===== config.mk =====
export PLATFORM = sky130hd
export DESIGN_NAME = sat_ctrl
export DESIGN_NICKNAME = d
export VERILOG_FILES = /design/src/rtl/sat_pkg.sv /design/src/rtl/sat_ctrl.sv
export SDC_FILE = /design/constraint.sdc
export NUM_CORES = 1
export LEC_CHECK = 0
export BUFFER_PORTS_ARGS = -buffer_cell sky130_fd_sc_hd__buf_2
export CORE_MARGIN = 3
export CORE_UTILIZATION = 49
export CTS_CLUSTER_SIZE = 16
export DETAILED_ROUTE_END_ITERATION = 10
export GPL_TIMING_DRIVEN = 0
export PLACE_DENSITY = 0.85
export SYNTH_ARGS = -nofsm -noshare
export SYNTH_HDL_FRONTEND = slang
export SYNTH_SLANG_ARGS = --single-unit
export TNS_END_PERCENT = 30

===== constraint.sdc =====
create_clock -name clk -period 2.4 [get_ports clk]
set_input_delay 0.12 -clock clk [delete_from_list [all_inputs] [get_ports clk]]
set_output_delay 0.12 -clock clk [all_outputs]
set_load 0.01 [all_outputs]

===== src/rtl/sat_pkg.sv =====
// sat_pkg.sv: shared types, codes and constants of the session address table.
// No dependencies; used by all modules of the block but sat_ram.
`timescale 1ns / 1ps
`default_nettype none

package sat_pkg;

  // key layout: {v6, port[15:0], ip_high[63:0], ip_low[63:0]}
  localparam int KEY_W  = 145;
  // session entry: {active, key}
  localparam int SESS_W = 146;
  localparam int PACK_W = 152;

  localparam logic [31:0] FNV_OFFSET = 32'h811C_9DC5;
  localparam logic [31:0] FNV_PRIME  = 32'h0100_0193;

  typedef enum logic [1:0] {
    OP_FIND   = 2'd0,
    OP_CREATE = 2'd1,
    OP_REMOVE = 2'd2,
    OP_REBIND = 2'd3
  } op_t;

  typedef enum logic [1:0] {
    TAG_EMPTY   = 2'd0,
    TAG_USED    = 2'd1,
    TAG_DELETED = 2'd2
  } tag_t;

  typedef enum logic [2:0] {
    ST_FOUND     = 3'd0,
    ST_CREATED   = 3'd1,
    ST_NOT_FOUND = 3'd2,
    ST_FULL      = 3'd3,
    ST_UNINDEXED = 3'd4,
    ST_DONE      = 3'd5,
    ST_BAD       = 3'd6
  } status_t;

  typedef enum logic [1:0] {
    SRD_SCAN = 2'd0,
    SRD_SLOT = 2'd1,
    SRD_TGT  = 2'd2
  } srd_sel_t;

  typedef enum logic [1:0] {
    ACT_ONE  = 2'd0,
    ACT_ZERO = 2'd1,
    ACT_KEEP = 2'd2
  } act_t;

  typedef enum logic [1:0] {
    NUM_ZERO = 2'd0,
    NUM_SLOT = 2'd1,
    NUM_SCAN = 2'd2,
    NUM_SIDX = 2'd3
  } num_t;

  // controller to datapath
  typedef struct packed {
    logic     latch;
    logic     wk_load_in;
    logic     wk_load_sess;
    logic     hash_start;
    logic     probe_init;
    logic     slot_rd;
    logic     note_del;
    logic     advance;
    logic     sess_rd;
    srd_sel_t sess_rd_sel;
    logic     scan_init;
    logic     scan_inc;
    logic     sidx_tgt;
    logic     sidx_used;
    logic     used_inc;
    logic     sess_wr;
    act_t     act_mode;
    logic     slot_wr;
    logic     slot_wr_first;
    tag_t     slot_wr_tag;
    logic     emit;
    status_t  emit_status;
    num_t     num_sel;
  } cmd_t;

  // datapath to controller
  typedef struct packed {
    op_t  op;
    logic tgt_ok;
    tag_t tag;
    logic hash_eq;
    logic sess_eq;
    logic slot_sess_ok;
    logic have_del;
    logic probe_last;
    logic scan_end;
    logic used_full;
    logic slot_last;
    logic hash_busy;
  } stat_t;

endpackage

`default_nettype wire


===== src/rtl/sat_ctrl.sv =====
// sat_ctrl.sv: controller state machine of the session address table.
// Depends on sat_pkg; issues commands to sat_datapath and reads its status.
`timescale 1ns / 1ps
`default_nettype none

module sat_ctrl (
  input  wire logic           clk,
  input  wire logic           rst_n,
  input  wire logic           start,
  output logic                busy,
  input  wire sat_pkg::stat_t st,
  output sat_pkg::cmd_t       cmd
);

  typedef enum logic [3:0] {
    S_CLR, S_IDLE, S_DISP, S_SCAN_RD, S_SCAN_CHK, S_NEW, S_NEW_WR, S_TGT,
    S_HASH, S_HASH_W, S_PRD, S_PCHK, S_PSESS, S_RB_WR
  } state_t;

  // what the current probe is for
  typedef enum logic [1:0] {CTX_FIND, CTX_CREATE, CTX_UNIDX, CTX_REIDX} ctx_t;

  state_t state_r, state_nxt;
  ctx_t   ctx_r, ctx_nxt;
  logic   ins;
  logic   p_hit;
  logic   p_fail;
  logic   p_first;

  assign busy = (state_r != S_IDLE);
  assign ins  = (ctx_r == CTX_CREATE) || (ctx_r == CTX_REIDX);

  always_comb begin
    cmd       = '0;
    state_nxt = state_r;
    ctx_nxt   = ctx_r;
    p_hit     = 1'b0;
    p_fail    = 1'b0;
    p_first   = 1'b0;

    case (state_r)
      // mark every slot empty after reset
      S_CLR: begin
        cmd.slot_wr     = 1'b1;
        cmd.slot_wr_tag = sat_pkg::TAG_EMPTY;
        cmd.advance     = 1'b1;
        if (st.slot_last) begin
          state_nxt = S_IDLE;
        end
      end
      S_IDLE: begin
        if (start) begin
          cmd.latch = 1'b1;
          state_nxt = S_DISP;
        end
      end
      S_DISP: begin
        cmd.wk_load_in = 1'b1;
        case (st.op)
          sat_pkg::OP_FIND: begin
            ctx_nxt   = CTX_FIND;
            state_nxt = S_HASH;
          end
          sat_pkg::OP_CREATE: begin
            cmd.scan_init = 1'b1;
            state_nxt     = S_SCAN_RD;
          end
          sat_pkg::OP_REMOVE, sat_pkg::OP_REBIND: begin
            if (!st.tgt_ok) begin
              cmd.emit        = 1'b1;
              cmd.emit_status = sat_pkg::ST_BAD;
              state_nxt       = S_IDLE;
            end else begin
              cmd.sess_rd     = 1'b1;
              cmd.sess_rd_sel = sat_pkg::SRD_TGT;
              cmd.sidx_tgt    = 1'b1;
              state_nxt       = S_TGT;
            end
          end
          default: begin
            state_nxt = S_IDLE;
          end
        endcase
      end
      // linear scan of allocated sessions
      S_SCAN_RD: begin
        if (st.scan_end) begin
          state_nxt = S_NEW;
        end else begin
          cmd.sess_rd     = 1'b1;
          cmd.sess_rd_sel = sat_pkg::SRD_SCAN;
          state_nxt       = S_SCAN_CHK;
        end
      end
      S_SCAN_CHK: begin
        if (st.sess_eq) begin
          cmd.emit        = 1'b1;
          cmd.emit_status = sat_pkg::ST_FOUND;
          cmd.num_sel     = sat_pkg::NUM_SCAN;
          state_nxt       = S_IDLE;
        end else begin
          cmd.scan_inc = 1'b1;
          state_nxt    = S_SCAN_RD;
        end
      end
      S_NEW: begin
        if (st.used_full) begin
          cmd.emit        = 1'b1;
          cmd.emit_status = sat_pkg::ST_FULL;
          state_nxt       = S_IDLE;
        end else begin
          cmd.sidx_used = 1'b1;
          cmd.used_inc  = 1'b1;
          state_nxt     = S_NEW_WR;
        end
      end
      S_NEW_WR: begin
        cmd.sess_wr  = 1'b1;
        cmd.act_mode = sat_pkg::ACT_ONE;
        ctx_nxt      = CTX_CREATE;
        state_nxt    = S_HASH;
      end
      // old address of the target session
      S_TGT: begin
        cmd.wk_load_sess = 1'b1;
        ctx_nxt          = CTX_UNIDX;
        state_nxt        = S_HASH;
      end
      S_HASH: begin
        cmd.hash_start = 1'b1;
        state_nxt      = S_HASH_W;
      end
      S_HASH_W: begin
        if (!st.hash_busy) begin
          cmd.probe_init = 1'b1;
          state_nxt      = S_PRD;
        end
      end
      // probe loop: read slot, check tag, maybe check session
      S_PRD: begin
        cmd.slot_rd = 1'b1;
        state_nxt   = S_PCHK;
      end
      S_PCHK: begin
        case (st.tag)
          sat_pkg::TAG_EMPTY: begin
            if (ins) begin
              p_hit   = 1'b1;
              p_first = st.have_del;
            end else begin
              p_fail = 1'b1;
            end
          end
          sat_pkg::TAG_DELETED: begin
            if (st.probe_last && ins) begin
              p_hit   = 1'b1;
              p_first = st.have_del;
            end else if (st.probe_last) begin
              p_fail = 1'b1;
            end else begin
              cmd.note_del = 1'b1;
              cmd.advance  = 1'b1;
              state_nxt    = S_PRD;
            end
          end
          sat_pkg::TAG_USED: begin
            if (st.hash_eq) begin
              cmd.sess_rd     = 1'b1;
              cmd.sess_rd_sel = sat_pkg::SRD_SLOT;
              state_nxt       = S_PSESS;
            end else if (st.probe_last) begin
              p_hit   = ins && st.have_del;
              p_fail  = !(ins && st.have_del);
              p_first = 1'b1;
            end else begin
              cmd.advance = 1'b1;
              state_nxt   = S_PRD;
            end
          end
          default: begin
            if (st.probe_last) begin
              p_hit   = ins && st.have_del;
              p_fail  = !(ins && st.have_del);
              p_first = 1'b1;
            end else begin
              cmd.advance = 1'b1;
              state_nxt   = S_PRD;
            end
          end
        endcase
      end
      S_PSESS: begin
        if (st.sess_eq && st.slot_sess_ok) begin
          p_hit = 1'b1;
        end else if (st.probe_last) begin
          p_hit   = ins && st.have_del;
          p_fail  = !(ins && st.have_del);
          p_first = 1'b1;
        end else begin
          cmd.advance = 1'b1;
          state_nxt   = S_PRD;
        end
      end
      S_RB_WR: begin
        cmd.sess_wr  = 1'b1;
        cmd.act_mode = sat_pkg::ACT_KEEP;
        ctx_nxt      = CTX_REIDX;
        state_nxt    = S_HASH;
      end
      default: begin
        state_nxt = S_IDLE;
      end
    endcase

    // probe finished: act on the outcome
    if (p_hit || p_fail) begin
      state_nxt = S_IDLE;
      case (ctx_r)
        CTX_FIND: begin
          cmd.emit        = 1'b1;
          cmd.emit_status = p_hit ? sat_pkg::ST_FOUND : sat_pkg::ST_NOT_FOUND;
          cmd.num_sel     = p_hit ? sat_pkg::NUM_SLOT : sat_pkg::NUM_ZERO;
        end
        CTX_UNIDX: begin
          cmd.slot_wr       = p_hit;
          cmd.slot_wr_first = p_first;
          cmd.slot_wr_tag   = sat_pkg::TAG_DELETED;
          if (st.op == sat_pkg::OP_REMOVE) begin
            cmd.sess_wr     = 1'b1;
            cmd.act_mode    = sat_pkg::ACT_ZERO;
            cmd.emit        = 1'b1;
            cmd.emit_status = sat_pkg::ST_DONE;
          end else begin
            cmd.wk_load_in = 1'b1;
            state_nxt      = S_RB_WR;
          end
        end
        CTX_CREATE: begin
          cmd.slot_wr       = p_hit;
          cmd.slot_wr_first = p_first;
          cmd.slot_wr_tag   = sat_pkg::TAG_USED;
          cmd.emit          = 1'b1;
          cmd.emit_status   = p_hit ? sat_pkg::ST_CREATED : sat_pkg::ST_UNINDEXED;
          cmd.num_sel       = sat_pkg::NUM_SIDX;
        end
        CTX_REIDX: begin
          cmd.slot_wr       = p_hit;
          cmd.slot_wr_first = p_first;
          cmd.slot_wr_tag   = sat_pkg::TAG_USED;
          cmd.emit          = 1'b1;
          cmd.emit_status   = sat_pkg::ST_DONE;
        end
        default: begin
          state_nxt = S_IDLE;
        end
      endcase
    end
  end

  // state registers
  always_ff @(posedge clk) begin
    if (!rst_n) begin
      state_r <= S_CLR;
      ctx_r   <= CTX_FIND;
    end else begin
      state_r <= state_nxt;
      ctx_r   <= ctx_nxt;
    end
  end

endmodule

`default_nettype wire


==> results_dict.tcl <==
set metrics [dict create \
    intPower_uw 233.8 \
    cp.arrival_ns 2.18 \
    cts-root-buf "clkbuf_4" \
    core_um2 2233 \
    cts_buffer_depth 2 \
    io_pins 47 \
    insertedDiodeCount 0 \
    area_growth_pct 24.00 \
    p_sw_uw 167.0 \
    synth_area_um2 1162 \
    seq_area_um2 120.1 \
    powerDensity_nw_per_um2 278.1 \
    grt.met1_usage_pct 31.19 \
    wl_per_cell_um 14.30 \
    cts_setup_buffers 0 \
    rsz0062_at_grt "yes" \
    cts_buffers 3 \
    period_minus_slack_ns 2.299 \
    grt_remaining_overflow 0 \
    pwr-share-clk_pct 28.1 \
    grt_pass1_wl_um 5388 \
    route.vias.total 1473 \
    die_h_um 54.71 \
    synth_top_area_share_pct 10.33 \
    status "completed" \
    track_usage_pct 24.58 \
    antenna_found_initial 0 \
    gp_congestion 0.9964 \
    yosys_warnings 0 \
    grt_max_degree 11 \
    p_sw_share_pct 41.66 \
    die_x_um 54.71 \
    ys.flop_type "dfxtp_1" \
    drcViolationCount 0 \
    drt_pre_antenna_iters 4 \
    vdd_drop_max_mv 0.1828 \
    min_path_type "in2reg" \
    clk_latency_ns 0.27 \
    grt_util_met2_pct 40.55 \
    ys_top_cells_by_area "dfxtp_1 (10%), nor2_1 (5.8%), a21oi_1 (5.6%)" \
    crit_path_end_kind "output pin" \
    synth-edff-count 0 \
    top_usage_layer "met2" \
    drtAntennaViolNets 0 \
    finish.utilization_pct 64.54 \
    grt_pass1_vias 1236 \
    clk_pin_slew_ns 0.07 \
    yosysSeqAreaShare_pct 10.33 \
    worstPathMaxFanout 9 \
    fmax_ghz 0.4349 \
    criticalPathCategory "reg2out" \
    routed_wl_um 3461 \
    grt.met3_usage_pct 2.180 \
    synth.distinct_cells 55 \
    place_hpwl_um 2645 \
    final_layout_size_suffix_gt1_share_pct 35.05 \
    io_buffers 44 \
    critPathLaunchType "register" \
    worst_slew_pin_slew_ns 0.4676 \
    detail_route.iter0.violations 57 \
    syn_avg_cell_area_um2 6.960 \
    power.leakage_uw 0.0007062 \
    relSlewSlack_pct 68.73 \
    finalSetupViolCount 0 \
    fillers 224 \
    syn_nets 184 \
    htree_levels 1 \
    whs_ns 0.08951 \
    combinationalPowerShare_pct 44.5 \
    start_util_pct 52.04 \
    period_share_pct 95.81 \
    multi_input_area_um2 937.1 \
    finClkSkew_ns 0.01453 \
    synth_commonest_cells "nor2_1 (18), nand2_1 (17), a21oi_1 (13)" \
    viasPerCell 6.087 \
    cts_hold_buf 0 \
    async_flop_share_pct 0 \
    cts_tree "done" \
    ys_ff_latch 6 \
    netlist_instances 167 \
    layout.nets 233 \
    yosysMostFrequentCell "nor2_1" \
    worstPathRequired_ns 2.28 \
    seqPwrFrac_pct 27.4 \
    clock-sinks 6 \
    fp-row-count 17 \
    hold_violations 0 \
    yosysTopAreaCell "dfxtp_1" \
    die_area_um2 2993 \
    drv_cap 0 \
    timing.final.max_slew_violations 0 \
]
-- critical path: stages, from the launching register on --
cell and delay (ns):
dfxtp_1 0.49, nand4b_4 0.24, nand4b_4 0.17, a211oi_4 0.10, a211oi_4 0.45, nand2b_4 0.25, nand2_1 0.06, buf_2 0.14
-- kinds of logic (layout without fill, tap and decap cells) --
kind of cell	after synthesis	count (layout)	synth area share (%)
compound gates	47	47	29.06
simple gates	91	91	49.08
xor+xnor	1	1	0.7536
flops	6	6	10.33
mux	2	2	1.722
buf+inv	20	67	9.041
-- power groups by stage --
stage                     registers, µW  clock network [µW]  logic (µW)
after floorplan                     111                   0         121
after global placement              112                   0         173
after detailed placement            112                   0         174
after CTS                           110                 111         176
after global routing                111                 112         197
final                               110                 113         178
-- what timing repair did --
action	in CTS	in global routing
endpoints found under the setup margin	0	3
gates resized for setup	0	2
hold endpoints to repair	0	0
-- worst paths after layout --
| path | startpoint | to | slack (ns) | cells past startpoint |
|---|---|---|---|---|
| worst max-delay path | state_r[2] | cmd[27] | 0.10 | 7 |
| worst min-delay path | rst_n | state_r[0] | 0.09 | 2 |
| worst max register to register | state_r[2] | state_r[0] | 0.41 | 6 |
| worst min register to register | ctx_r[1] | ctx_r[1] | 0.59 | 2 |
-- state kept, by name, indices dropped and copies added (netlist names) --
register and count:
state_r 4, ctx_r 2
-- layout by cell type (no fill, tap or decap), drive strengths merged, types with 2 or more instances in the layout --
| cell type | count |
|---|---|
| nor2b | 5 |
| o31ai | 2 |
| a211oi | 2 |
| a21boi | 2 |
| nand2b | 10 |
| nor4 | 2 |
| or3 | 3 |
| a31oi | 3 |
| o21ai | 9 |
| a21oi | 14 |
| inv | 5 |
| nor2 | 18 |
| nor3 | 8 |
| nand3 | 6 |
| clkbuf | 7 |
| nand4 | 3 |
| dfxtp | 6 |
| nand2 | 17 |
| and3 | 4 |
| mux2i | 2 |
| nand3b | 4 |
| buf | 55 |
| nand4b | 3 |
| and2 | 2 |
| o211ai | 3 |
-- layer usage --
| layer | share of wire (%) | wire (µm) |
|---|---|---|
| met3 | 8.9 | 309 |
| met4 | 2.9 | 101 |
| met5 | 0 | 0 |
| met1 | 43 | 1480 |
| met2 | 45 | 1570 |
-- layout make-up --
| class | instances | area share, % |
|---|---|---|
| Buffer | 15 | 6.076 |
| Tap cell | 28 | 2.431 |
| Sequential cell | 6 | 8.333 |
| Inverter | 5 | 1.302 |
| Multi-Input combinational cell | 141 | 65.02 |
| Clock buffer | 3 | 1.563 |
| Timing Repair Buffer | 44 | 15.28 |
-- stage by stage --
step	power [µW]	worst slack, ns	setup TNS (ns)	cell area [µm²]	instances
after floorplan	231.9	0.5486	0	1162	167
after global routing	419.1	-0.005425	-0.005425	1441	242
after CTS	396.6	0.1199	0	1440	242
final	400.8	0.1006	0	1441	242
after global placement	284.8	0.4251	0	1418	239
after detailed placement	286.1	0.4053	0	1418	239
Power figures use the tool's default switching activity.
